### config.mk
export PLATFORM = sky130hd
export DESIGN_NAME = moving_window_stddev_margin_flat
export DESIGN_NICKNAME = d
export VERILOG_FILES = /design/src/rtl/core/mwsd_pkg.sv /design/src/rtl/core/mwsd_in_if.sv /design/src/rtl/core/mwsd_out_if.sv /design/src/rtl/core/mwsd_ctrl.sv /design/src/rtl/core/mwsd_dp.sv /design/src/rtl/core/moving_window_stddev_margin.sv /design/src/flat_wrapper.sv
export SDC_FILE = /design/constraint.sdc
export NUM_CORES = 2
export LEC_CHECK = 0
export BUFFER_PORTS_ARGS = -buffer_cell sky130_fd_sc_hd__buf_2
export CAP_MARGIN = 20
export CORE_ASPECT_RATIO = 2
export CORE_MARGIN = 2
export CORE_UTILIZATION = 30
export CTS_CLUSTER_SIZE = 8
export DETAILED_ROUTE_END_ITERATION = 16
export SLEW_MARGIN = 20
export SYNTH_ARGS = -nofsm -noshare
export SYNTH_HDL_FRONTEND = slang
export SYNTH_SLANG_ARGS = --single-unit
### constraint.sdc
create_clock -name clk_i -period 18.15 [get_ports clk_i]
set_input_delay 0.9075 -clock clk_i [delete_from_list [all_inputs] [get_ports clk_i]]
set_output_delay 0.9075 -clock clk_i [all_outputs]
set_load 0.005 [all_outputs]
### src/rtl/core/mwsd_pkg.sv
// Shared constants, codes and control types of the moving-window stddev margin block.
// No dependencies; every other RTL file of the block refers to it by scoped names.
`timescale 1ns / 1ps
`default_nettype none

package mwsd_pkg;

  // Field widths
  localparam int unsigned SampleW  = 16;
  localparam int unsigned MarginW  = 18;
  localparam int unsigned ZW       = 12;
  localparam int unsigned FloorW   = 16;
  localparam int unsigned CfgDataW = 16;
  localparam int unsigned CfgIdxW  = 2;
  localparam int unsigned FracW    = 8;

  // Standard deviation result width and z * sd product width
  localparam int unsigned SdW    = 16;
  localparam int unsigned ProdZW = ZW + SdW;

  localparam int unsigned DefaultWindow = 32;

  // Register reset values
  localparam logic [ZW-1:0]      ZReset     = 12'd2048;
  localparam logic [FloorW-1:0]  FloorReset = 16'd26;
  localparam logic [MarginW-1:0] MarginMax  = {MarginW{1'b1}};

  // Configuration register indexes
  localparam logic [CfgIdxW-1:0] CfgZFactor     = 2'd0;
  localparam logic [CfgIdxW-1:0] CfgFloorMargin = 2'd1;

  // Commands from controller to datapath
  typedef struct packed {
    logic load_in;    // capture sample, read oldest ring entry
    logic upd_sum;    // write ring, update sum, fill and slot
    logic upd_sumsq;  // update sum of squares
    logic mul;        // form N*Q and S*S
    logic sub;        // form N*Q - S*S, start root search
    logic root_step;  // resolve one bit of the deviation
    logic scale;      // multiply deviation by z
    logic load_out;   // load the result register
  } dp_cmd_t;

  // Status from datapath to controller
  typedef struct packed {
    logic full;       // window holds WINDOW samples
    logic root_last;  // current root step resolves bit zero
  } dp_status_t;

endpackage

`default_nettype wire

### src/rtl/core/mwsd_in_if.sv
// Sample channel: valid/ready handshake with one unsigned Q8.8 sample.
// Depends on mwsd_pkg for the field width.
`timescale 1ns / 1ps
`default_nettype none

interface mwsd_in_if;
  logic                          valid;
  logic                          ready;
  logic [mwsd_pkg::SampleW-1:0]  sample;

  modport source (output valid, output sample, input ready);
  modport sink   (input valid, input sample, output ready);
endinterface

`default_nettype wire

### src/rtl/core/mwsd_out_if.sv
// Result channel: valid/ready handshake with margin and window-full flag.
// Depends on mwsd_pkg for the field width.
`timescale 1ns / 1ps
`default_nettype none

interface mwsd_out_if;
  logic                          valid;
  logic                          ready;
  logic [mwsd_pkg::MarginW-1:0]  margin;
  logic                          window_full;

  modport source (output valid, output margin, output window_full, input ready);
  modport sink   (input valid, input margin, input window_full, output ready);
endinterface

`default_nettype wire

### src/rtl/core/mwsd_ctrl.sv
// Sequencer of the moving-window stddev margin block: handshakes and step commands.
// Depends on mwsd_pkg for the command and status structs.
`timescale 1ns / 1ps
`default_nettype none

module mwsd_ctrl (
  input  wire                       clk_i,
  input  wire                       rst_ni,
  input  wire                       in_valid_i,
  output logic                      in_ready_o,
  output logic                      out_valid_o,
  input  wire                       out_ready_i,
  input  wire mwsd_pkg::dp_status_t status_i,
  output mwsd_pkg::dp_cmd_t         cmd_o
);

  typedef enum logic [7:0] {
    StIdle  = 8'b0000_0001,
    StRead  = 8'b0000_0010,
    StUpd   = 8'b0000_0100,
    StMul   = 8'b0000_1000,
    StSub   = 8'b0001_0000,
    StRoot  = 8'b0010_0000,
    StScale = 8'b0100_0000,
    StFin   = 8'b1000_0000
  } state_e;

  state_e state_q, state_d;
  logic   out_valid_q, out_valid_d;
  logic   in_fire;
  logic   out_free;

  assign in_ready_o  = (state_q == StIdle);
  assign in_fire     = in_valid_i && in_ready_o;
  assign out_free    = !out_valid_q || out_ready_i;
  assign out_valid_o = out_valid_q;

  always_comb begin
    state_d = state_q;
    cmd_o   = '0;
    case (state_q)
      StIdle: begin
        if (in_fire) begin
          cmd_o.load_in = 1'b1;
          state_d       = StRead;
        end
      end
      StRead: begin
        cmd_o.upd_sum = 1'b1;
        state_d       = StUpd;
      end
      StUpd: begin
        cmd_o.upd_sumsq = 1'b1;
        state_d         = status_i.full ? StMul : StFin;
      end
      StMul: begin
        cmd_o.mul = 1'b1;
        state_d   = StSub;
      end
      StSub: begin
        cmd_o.sub = 1'b1;
        state_d   = StRoot;
      end
      StRoot: begin
        cmd_o.root_step = 1'b1;
        if (status_i.root_last) begin
          state_d = StScale;
        end
      end
      StScale: begin
        cmd_o.scale = 1'b1;
        state_d     = StFin;
      end
      StFin: begin
        if (out_free) begin
          cmd_o.load_out = 1'b1;
          state_d        = StIdle;
        end
      end
      default: begin
        state_d = StIdle;
      end
    endcase
  end

  always_comb begin
    out_valid_d = out_valid_q;
    if (cmd_o.load_out) begin
      out_valid_d = 1'b1;
    end else if (out_ready_i) begin
      out_valid_d = 1'b0;
    end
  end

  always_ff @(posedge clk_i or negedge rst_ni) begin
    if (!rst_ni) begin
      state_q     <= StIdle;
      out_valid_q <= 1'b0;
    end else begin
      state_q     <= state_d;
      out_valid_q <= out_valid_d;
    end
  end

  a_accept_starts: assert property (@(posedge clk_i) disable iff (!rst_ni)
    in_fire |=> state_q == StRead)
    else $error("accepted sample did not start the update sequence");

  a_fin_waits: assert property (@(posedge clk_i) disable iff (!rst_ni)
    state_q == StFin && out_valid_q && !out_ready_i |=> state_q == StFin && out_valid_q)
    else $error("result register overwritten while the receiver stalls");

  a_not_full_skips: assert property (@(posedge clk_i) disable iff (!rst_ni)
    state_q == StUpd && !status_i.full |=> state_q == StFin)
    else $error("partial window went through the deviation path");

  a_root_exit: assert property (@(posedge clk_i) disable iff (!rst_ni)
    state_q == StRoot && status_i.root_last |=> state_q == StScale)
    else $error("root search did not finish after its last bit");

endmodule

`default_nettype wire

### src/rtl/core/mwsd_dp.sv
// Datapath of the moving-window stddev margin block: sample ring, running sums,
// bit-serial deviation search, scaling and result register. Depends on mwsd_pkg.
`timescale 1ns / 1ps
`default_nettype none

module mwsd_dp #(
  parameter int unsigned WINDOW = mwsd_pkg::DefaultWindow
) (
  input  wire                               clk_i,
  input  wire                               rst_ni,
  input  wire mwsd_pkg::dp_cmd_t            cmd_i,
  output mwsd_pkg::dp_status_t              status_o,
  input  wire  [mwsd_pkg::SampleW-1:0]      sample_i,
  input  wire                               cfg_we_i,
  input  wire  [mwsd_pkg::CfgIdxW-1:0]      cfg_idx_i,
  input  wire  [mwsd_pkg::CfgDataW-1:0]     cfg_data_i,
  output logic [mwsd_pkg::MarginW-1:0]      margin_o,
  output logic                              window_full_o
);

  localparam int unsigned SampleW = mwsd_pkg::SampleW;
  localparam int unsigned SdW     = mwsd_pkg::SdW;
  localparam int unsigned SlotW   = $clog2(WINDOW);
  localparam int unsigned CntW    = $clog2(WINDOW + 1);
  localparam int unsigned SumW    = SampleW + SlotW;
  localparam int unsigned SqSampW = 2 * SampleW;
  localparam int unsigned SqW     = SqSampW + SlotW;
  localparam int unsigned ProdW   = SqW + CntW;
  localparam int unsigned SsW     = 2 * SumW;
  localparam int unsigned CmpW    = (ProdW > SsW) ? ProdW : SsW;
  localparam int unsigned AccW    = ProdW + 1;
  localparam int unsigned StepW   = $clog2(SdW);
  localparam int unsigned MW      = mwsd_pkg::ProdZW - mwsd_pkg::FracW;

  localparam logic [CntW-1:0]  FillMax = CntW'(WINDOW);
  localparam logic [SlotW-1:0] SlotMax = SlotW'(WINDOW - 1);
  // N^2 * 4^(top bit): increment term of the first search step
  localparam logic [AccW-1:0]  CInit   = AccW'(WINDOW * WINDOW) << (2 * (SdW - 1));

  // Sample ring, no reset: an entry read is used only once the window is full
  logic [SampleW-1:0] ring_mem [WINDOW];
  logic [SampleW-1:0] old_q;

  logic [SampleW-1:0]  sample_q;
  logic [SqSampW-1:0]  sample_sq_q;
  logic [SqSampW-1:0]  old_sq_q;
  logic [CntW-1:0]     fill_q;
  logic [SlotW-1:0]    slot_q;
  logic [SumW-1:0]     sum_q;
  logic [SqW-1:0]      sumsq_q;
  logic [ProdW-1:0]    nq_q;
  logic [SsW-1:0]      ss_q;
  logic [ProdW-1:0]    rem_q;
  logic [AccW-1:0]     a_q;
  logic [AccW-1:0]     c_q;
  logic [SdW-1:0]      sd_q;
  logic [StepW-1:0]    k_q;
  logic [mwsd_pkg::ProdZW-1:0] prod_q;
  logic [mwsd_pkg::ZW-1:0]     z_q;
  logic [mwsd_pkg::FloorW-1:0] floor_q;
  logic [mwsd_pkg::MarginW-1:0] margin_q;
  logic                         full_out_q;

  logic                 drop;
  logic [CmpW-1:0]      nq_ext;
  logic [CmpW-1:0]      ss_ext;
  logic [AccW-1:0]      inc;
  logic                 fits;
  logic [MW-1:0]        m_full;
  logic [mwsd_pkg::MarginW-1:0] m_sat;
  logic [mwsd_pkg::MarginW-1:0] floor_ext;
  logic [mwsd_pkg::MarginW-1:0] margin_d;

  assign drop     = (fill_q == FillMax);
  assign status_o.full      = (fill_q == FillMax);
  assign status_o.root_last = (k_q == '0);

  assign nq_ext = CmpW'(nq_q);
  assign ss_ext = CmpW'(ss_q);

  // One search step: test (N*(r + 2^k))^2 against the numerator
  assign inc  = a_q + c_q;
  assign fits = (inc <= AccW'(rem_q));

  assign m_full    = prod_q[mwsd_pkg::ProdZW-1:mwsd_pkg::FracW];
  assign m_sat     = (m_full > MW'(mwsd_pkg::MarginMax)) ? mwsd_pkg::MarginMax
                                                         : m_full[mwsd_pkg::MarginW-1:0];
  assign floor_ext = mwsd_pkg::MarginW'(floor_q);

  always_comb begin
    if (!status_o.full) begin
      margin_d = mwsd_pkg::MarginMax;
    end else if (m_sat > floor_ext) begin
      margin_d = m_sat;
    end else begin
      margin_d = floor_ext;
    end
  end

  // Ring: read the slot about to be overwritten, write it in the next cycle
  always_ff @(posedge clk_i) begin
    if (cmd_i.load_in) begin
      old_q <= ring_mem[slot_q];
    end
    if (cmd_i.upd_sum) begin
      ring_mem[slot_q] <= sample_q;
    end
  end

  // Payload pipeline
  always_ff @(posedge clk_i) begin
    if (cmd_i.load_in) begin
      sample_q    <= sample_i;
      sample_sq_q <= SqSampW'(sample_i) * SqSampW'(sample_i);
    end
    if (cmd_i.upd_sum) begin
      old_sq_q <= drop ? SqSampW'(old_q) * SqSampW'(old_q) : '0;
    end
    if (cmd_i.mul) begin
      nq_q <= ProdW'(sumsq_q) * ProdW'(WINDOW);
      ss_q <= SsW'(sum_q) * SsW'(sum_q);
    end
    if (cmd_i.sub) begin
      rem_q <= (nq_ext > ss_ext) ? ProdW'(nq_ext - ss_ext) : '0;
      a_q   <= '0;
      c_q   <= CInit;
      sd_q  <= '0;
      k_q   <= StepW'(SdW - 1);
    end
    if (cmd_i.root_step) begin
      if (fits) begin
        rem_q     <= rem_q - inc[ProdW-1:0];
        sd_q[k_q] <= 1'b1;
        a_q       <= (a_q + (c_q << 1)) >> 1;
      end else begin
        a_q <= a_q >> 1;
      end
      c_q <= c_q >> 2;
      k_q <= k_q - StepW'(1);
    end
    if (cmd_i.scale) begin
      prod_q <= mwsd_pkg::ProdZW'(z_q) * mwsd_pkg::ProdZW'(sd_q);
    end
    if (cmd_i.load_out) begin
      margin_q   <= margin_d;
      full_out_q <= status_o.full;
    end
  end

  // Window state and configuration registers
  always_ff @(posedge clk_i or negedge rst_ni) begin
    if (!rst_ni) begin
      fill_q  <= '0;
      slot_q  <= '0;
      sum_q   <= '0;
      sumsq_q <= '0;
      z_q     <= mwsd_pkg::ZReset;
      floor_q <= mwsd_pkg::FloorReset;
    end else begin
      if (cmd_i.upd_sum) begin
        sum_q  <= sum_q - (drop ? SumW'(old_q) : '0) + SumW'(sample_q);
        slot_q <= (slot_q == SlotMax) ? '0 : slot_q + SlotW'(1);
        if (!drop) begin
          fill_q <= fill_q + CntW'(1);
        end
      end
      if (cmd_i.upd_sumsq) begin
        sumsq_q <= sumsq_q - SqW'(old_sq_q) + SqW'(sample_sq_q);
      end
      if (cfg_we_i) begin
        case (cfg_idx_i)
          mwsd_pkg::CfgZFactor:     z_q     <= cfg_data_i[mwsd_pkg::ZW-1:0];
          mwsd_pkg::CfgFloorMargin: floor_q <= cfg_data_i[mwsd_pkg::FloorW-1:0];
          default: ;
        endcase
      end
    end
  end

  assign margin_o      = margin_q;
  assign window_full_o = full_out_q;

  a_fill_bound: assert property (@(posedge clk_i) disable iff (!rst_ni)
    fill_q <= FillMax)
    else $error("fill count ran past the window length");

  a_partial_max: assert property (@(posedge clk_i) disable iff (!rst_ni)
    cmd_i.load_out && !status_o.full |=> margin_q == mwsd_pkg::MarginMax && !full_out_q)
    else $error("partial window result is not the maximum margin");

  a_full_floor: assert property (@(posedge clk_i) disable iff (!rst_ni)
    cmd_i.load_out && status_o.full |=> margin_q >= floor_ext && full_out_q)
    else $error("full window margin fell below the floor");

endmodule

`default_nettype wire

### src/rtl/core/moving_window_stddev_margin.sv
// Top level of the moving-window stddev margin block: sequencer plus datapath.
// Depends on mwsd_pkg, mwsd_in_if, mwsd_out_if, mwsd_ctrl and mwsd_dp.
//
// Usage:
//   sample_i  carries one unsigned Q8.8 sample per transaction (valid/ready).
//   result_o  carries one result per sample: margin (Q10.8) and window_full.
//   cfg_*     writes z_factor (index 0, Q4.8) or floor_margin (index 1, Q8.8)
//             at a clock edge with cfg_we_i high, drop other indexes; write only while idle.
// Timing:
//   A sample is taken only while the block is idle. Before the window fills,
//   the ring is read at the accepting edge, then follow the sum update, the
//   square-sum update and the result load. Once full, the N*Q and S*S
//   products, the subtraction, a bit-serial square-root search (one result
//   bit per cycle) and the z multiply come before the result load. The next
//   sample is taken the cycle after the result load, so a new sample waits
//   until the last one's result has been loaded.
// Reset:
//   Sums, fill count and write slot clear; registers return to z = 8.0 and
//   floor = 26. The sample ring is not cleared and needs no clearing pass.
// Back-pressure:
//   The result register holds its transaction while result_o.ready is low; a
//   new sample may be accepted meanwhile, and its result waits in the last
//   step until the register is taken.
`timescale 1ns / 1ps
`default_nettype none

module moving_window_stddev_margin #(
  parameter int unsigned WINDOW = mwsd_pkg::DefaultWindow
) (
  input  wire                              clk_i,
  input  wire                              rst_ni,
  mwsd_in_if.sink                          sample_i,
  mwsd_out_if.source                       result_o,
  input  wire                              cfg_we_i,
  input  wire  [mwsd_pkg::CfgIdxW-1:0]     cfg_idx_i,
  input  wire  [mwsd_pkg::CfgDataW-1:0]    cfg_data_i
);

  // Command and status between sequencer and datapath
  mwsd_pkg::dp_cmd_t    cmd;
  mwsd_pkg::dp_status_t status;

  logic in_ready;
  logic out_valid;
  logic [mwsd_pkg::MarginW-1:0] margin;
  logic window_full;

  mwsd_ctrl u_ctrl (
    .clk_i       (clk_i),
    .rst_ni      (rst_ni),
    .in_valid_i  (sample_i.valid),
    .in_ready_o  (in_ready),
    .out_valid_o (out_valid),
    .out_ready_i (result_o.ready),
    .status_i    (status),
    .cmd_o       (cmd)
  );

  mwsd_dp #(
    .WINDOW (WINDOW)
  ) u_dp (
    .clk_i         (clk_i),
    .rst_ni        (rst_ni),
    .cmd_i         (cmd),
    .status_o      (status),
    .sample_i      (sample_i.sample),
    .cfg_we_i      (cfg_we_i),
    .cfg_idx_i     (cfg_idx_i),
    .cfg_data_i    (cfg_data_i),
    .margin_o      (margin),
    .window_full_o (window_full)
  );

  // Drive the channel ports
  assign sample_i.ready       = in_ready;
  assign result_o.valid       = out_valid;
  assign result_o.margin      = margin;
  assign result_o.window_full = window_full;

endmodule

`default_nettype wire

### src/flat_wrapper.sv
// flat-port wrapper written by rule: the top's interface ports become plain ports
module moving_window_stddev_margin_flat 
#(
  parameter int unsigned WINDOW = mwsd_pkg::DefaultWindow
)
  (clk_i, rst_ni, cfg_we_i, cfg_idx_i, cfg_data_i, sample_i_valid, sample_i_sample, sample_i_ready, result_o_valid, result_o_margin, result_o_window_full, result_o_ready);
  mwsd_in_if sample_i_i ();
  mwsd_out_if result_o_i ();
  input  wire clk_i;
  input  wire rst_ni;
  input  wire cfg_we_i;
  input  wire  [mwsd_pkg::CfgIdxW-1:0] cfg_idx_i;
  input  wire  [mwsd_pkg::CfgDataW-1:0] cfg_data_i;
  input wire logic [$bits(sample_i_i.valid)-1:0] sample_i_valid;
  input wire logic [$bits(sample_i_i.sample)-1:0] sample_i_sample;
  output wire logic [$bits(sample_i_i.ready)-1:0] sample_i_ready;
  output wire logic [$bits(result_o_i.valid)-1:0] result_o_valid;
  output wire logic [$bits(result_o_i.margin)-1:0] result_o_margin;
  output wire logic [$bits(result_o_i.window_full)-1:0] result_o_window_full;
  input wire logic [$bits(result_o_i.ready)-1:0] result_o_ready;
  assign sample_i_i.valid = sample_i_valid;
  assign sample_i_i.sample = sample_i_sample;
  assign sample_i_ready = sample_i_i.ready;
  assign result_o_valid = result_o_i.valid;
  assign result_o_margin = result_o_i.margin;
  assign result_o_window_full = result_o_i.window_full;
  assign result_o_i.ready = result_o_ready;
  moving_window_stddev_margin #(.WINDOW(WINDOW)) u_core (.clk_i(clk_i), .rst_ni(rst_ni), .sample_i(sample_i_i), .result_o(result_o_i), .cfg_we_i(cfg_we_i), .cfg_idx_i(cfg_idx_i), .cfg_data_i(cfg_data_i));
endmodule
==> flow_summary_export.csv <==
group,metric,value,unit
place,dp.cells,10829,
place,hpwl,152000,µm
grt,globalRoute.totalOverflow,0,
worst_setup_path,critPathMaxFanout,16,
clock_network,clkTransAtPathRegs,50,ps
worst_setup_path,critPathKind,"register to register",
yosys,synth_seq_area_share,0.342,
floorplanning,core_area,268000,µm²
sta,period_minus_slack,8210,ps
worst_setup_path,critPathLaunch,"u_core.u_dp.sum_q[11]",
grt,antenna_found_initial,2,
floorplanning,ios,60,
layout,layout-drive-gt1-share,0.0805,
clock_network,cts_tree,"yes",
sta,slew_violations,0,
detailed_routing,drt_iter0_drc,3838,
worst_setup_path,reg2reg_setup_slack,9940,ps
clock_network,clock_latency,800,ps
detailed_routing,first_pass_iters,5,
worst_setup_path,worstSetupStartpointType,"register",
place,portBuffers,59,
clock_network,ctsHoldBuffers,0,
yosys,syn_area_per_cell,10.9,µm²
worst_hold_path,hold_path.class,"input port to async pin",
worst_setup_path,required,18680,ps
yosys,synth_flop_cell,"edfxtp_1",
clock_network,clock_sinks,955,
yosys,async_flop_share,0.111,
clock_network,ctsHtreeMaxLevel,4,
flow_run,max_cap_violations,0,
run_status,outcome,"complete, no violations",
grt,grt_pass1_vias,55920,
floorplanning,dieHeight,737,µm
grt,grt_usage,0.150,
worst_setup_path,reg2reg_from,"u_core.u_dp.sum_q[11]",
sta,fmax,122,MHz
detailed_routing,wire_per_inst,18.2,µm
worst_setup_path,cp-end-kind,"register",
detailed_routing,ant_nets,0,
yosys,synth_cells,7406,
detailed_routing,drt-total-wl,201000,µm
layout,stdcell_count,11043,
floorplanning,start_util,0.301,
yosys,synth_edf_count,790,
layout,syn_to_final_growth,10.6,%
detailed_routing,vias_per_cell,4.82,
sta,setup_violations,0,
grt,grt_max_degree,80,
yosys,synth_cell_types,112,
detailed_routing,drc,0,
clock_network,cts_resized,0,
clock_network,cts_max_path_buffers,3,
clock_network,cts_buffers,140,
yosys,netlist_area,80500,µm²
yosys,yosysWarnings,0,
sta,relSlewSlack,0.277,
detailed_routing,num_vias,53241,
sta,finalSetupTns,0,ps
yosys,ys_ff_latch,955,
place,gp_congestion,0.889,
worst_setup_path,arrival,8730,ps
clock_network,cts_root_buf,"clkbuf_16",
layout,fillCellCount,26730,
layout,final_nets,8988,
clock_network,post_cts_buffers,0,
sta,fin_crit_sh,0.452,
grt,grt_pass1_wl,319000,µm
worst_setup_path,ff2ff_path_depth,24,
sta,finClkSkew,29.8,ps
sta,hold_viol_final,0,
sta,rsz0062_at_grt,"false",
floorplanning,fp.dieArea,273000,µm²
sta,worst_pin_slew,1080,ps
worst_setup_path,setup.worst_path.end,"u_core.u_dp.ss_q[40]",
floorplanning,rows,269,
floorplanning,dieWidth,370,µm
yosys,syn_nets,8942,
worst_setup_path,reg2reg_to,"u_core.u_dp.ss_q[40]",
## logic make-up after synthesis
family / count (synthesis) / synth area share
compound gates: 1078 / 0.0920
xor+xnor: 344 / 0.0375
fa+ha+maj: 1497 / 0.310
buf+inv: 1694 / 0.0800
flops: 955 / 0.342
mux: 179 / 0.0426
simple gates: 1659 / 0.0958
## per-stage QoR
step	util	hold WS [ps]	setup WS (ps)	area, µm²
2_1_floorplan	-	425	10770	80500
3_3_place_gp	0.317	440	10150	84900
3_5_place_dp	0.317	441	10040	84900
4_1_cts	0.332	220	9990	89000
5_1_grt	0.333	275	9480	89000
6_report	0.333	233	9940	89000
## cells in the mapped netlist (all sizes together), types with 10 or more instances
library cell | number | area (µm²)
fa | 824 | 16500
a211oi | 52 | 405
a22oi | 70 | 531
o21ai | 233 | 1170
or2 | 22 | 140
mux2 | 31 | 349
nand2b | 43 | 269
a21boi | 10 | 78.8
mux2i | 20 | 200
xnor2 | 207 | 1820
a21oi | 285 | 1450
nand3 | 46 | 230
inv | 1451 | 5450
buf | 44 | 238
o21bai | 43 | 323
or3 | 39 | 244
a21o | 104 | 781
nor2 | 408 | 1540
and3 | 37 | 231
a31o | 12 | 105
a221oi | 48 | 658
clkbuf | 191 | 724
nor3b | 12 | 90.1
dfxtp | 59 | 1180
mux4 | 128 | 2880
o211ai | 17 | 133
nand2 | 666 | 2500
ha | 673 | 8420
edfxtp | 790 | 23700
a31oi | 49 | 332
nand4 | 58 | 375
and2 | 198 | 1240
nor4 | 12 | 96.3
dfrtp | 101 | 2530
xor2 | 137 | 1200
o21a | 40 | 300
o31ai | 29 | 241
nor2b | 32 | 200
nor3 | 52 | 260
## routing by layer
layer | GRT usage | up-vias | share of wire
met5 | 0 | - | 0.000045
met2 | 0.241 | 1331 | 0.46
met3 | 0.0240 | 241 | 0.058
li1 | - | 24620 | -
met4 | 0.0379 | 2 | 0.023
met1 | 0.209 | 27047 | 0.46
## registers in the layout (all words and copies together) (netlist names), 18 cells and up
signal,flops
u_core.u_dp.a_q,43
u_core.u_dp.rem_q,43
u_core.u_dp.c_q,21
u_core.u_dp.ss_q,41
u_core.u_dp.old_sq_q,31
u_core.u_dp.prod_q,20
u_core.u_dp.sample_sq_q,30
u_core.u_dp.sumsq_q,37
u_core.u_dp.ring_mem,512
u_core.u_dp.sum_q,21
u_core.u_dp.margin_o,18
u_core.u_dp.nq_ext,37
## cells in the final DEF (no fill, tap or decap), types with 128 or more instances in the layout
cell type,count
inv_1,1444
fa_1,824
edfxtp_1,790
ha_1,673
nand2_1,663
nor2_1,406
a21oi_1,279
xnor2_1,206
and2_1,196
o21ai_0,190
clkbuf_16,143
xor2_1,137
mux4_2,128
## worst max-delay path, cell delays in order (launching register included)
cell and delay [ps]:
dfrtp_1 710, clkinv_1 520, nor2_1 430, fa_1 500
fa_1 540, inv_1 50, fa_1 470, inv_1 50
fa_1 480, fa_1 500, fa_1 490, inv_1 50
fa_1 470, inv_1 40, ha_1 330, a211oi_1 220
o21ai_0 160, a211oi_1 350, o21ai_0 190, nor2_1 190
o21ai_1 220, o41ai_2 480, o311ai_1 210, a21oi_1 220
xnor2_1 80
## how the worst min path moves through the flow
stage,from,to,depth (start not counted)
after floorplan,u_core.u_dp.sumsq_q[5],u_core.u_dp.nq_ext[10],0
after detailed placement,u_core.u_dp.sumsq_q[5],u_core.u_dp.nq_ext[10],0
after global routing,rst_ni,u_core.u_dp.floor_q[15],1
after CTS,rst_ni,u_core.u_dp.floor_q[5],1
after global placement,u_core.u_dp.sumsq_q[5],u_core.u_dp.nq_ext[10],0
final,rst_ni,u_core.u_dp.floor_q[5],1
## area by class of cell
| cell class | instances | area [µm²] | area share |
|---|---|---|---|
| Sequential cell | 955 | 27600 | 0.310 |
| Inverter | 1459 | 5480 | 0.0615 |
| Clock inverter | 17 | 292 | 0.00327 |
| Antenna cell | 1 | 2.50 | 0.0000281 |
| Multi-Input combinational cell | 4757 | 46500 | 0.523 |
| Clock buffer | 192 | 3800 | 0.0427 |
| Timing Repair Buffer | 139 | 928 | 0.0104 |
| Tap cell | 3523 | 4410 | 0.0495 |
Power is left out: the tool's default activity adds up to more than one toggle a clock period on the data nets, which glitch-free logic cannot reach.
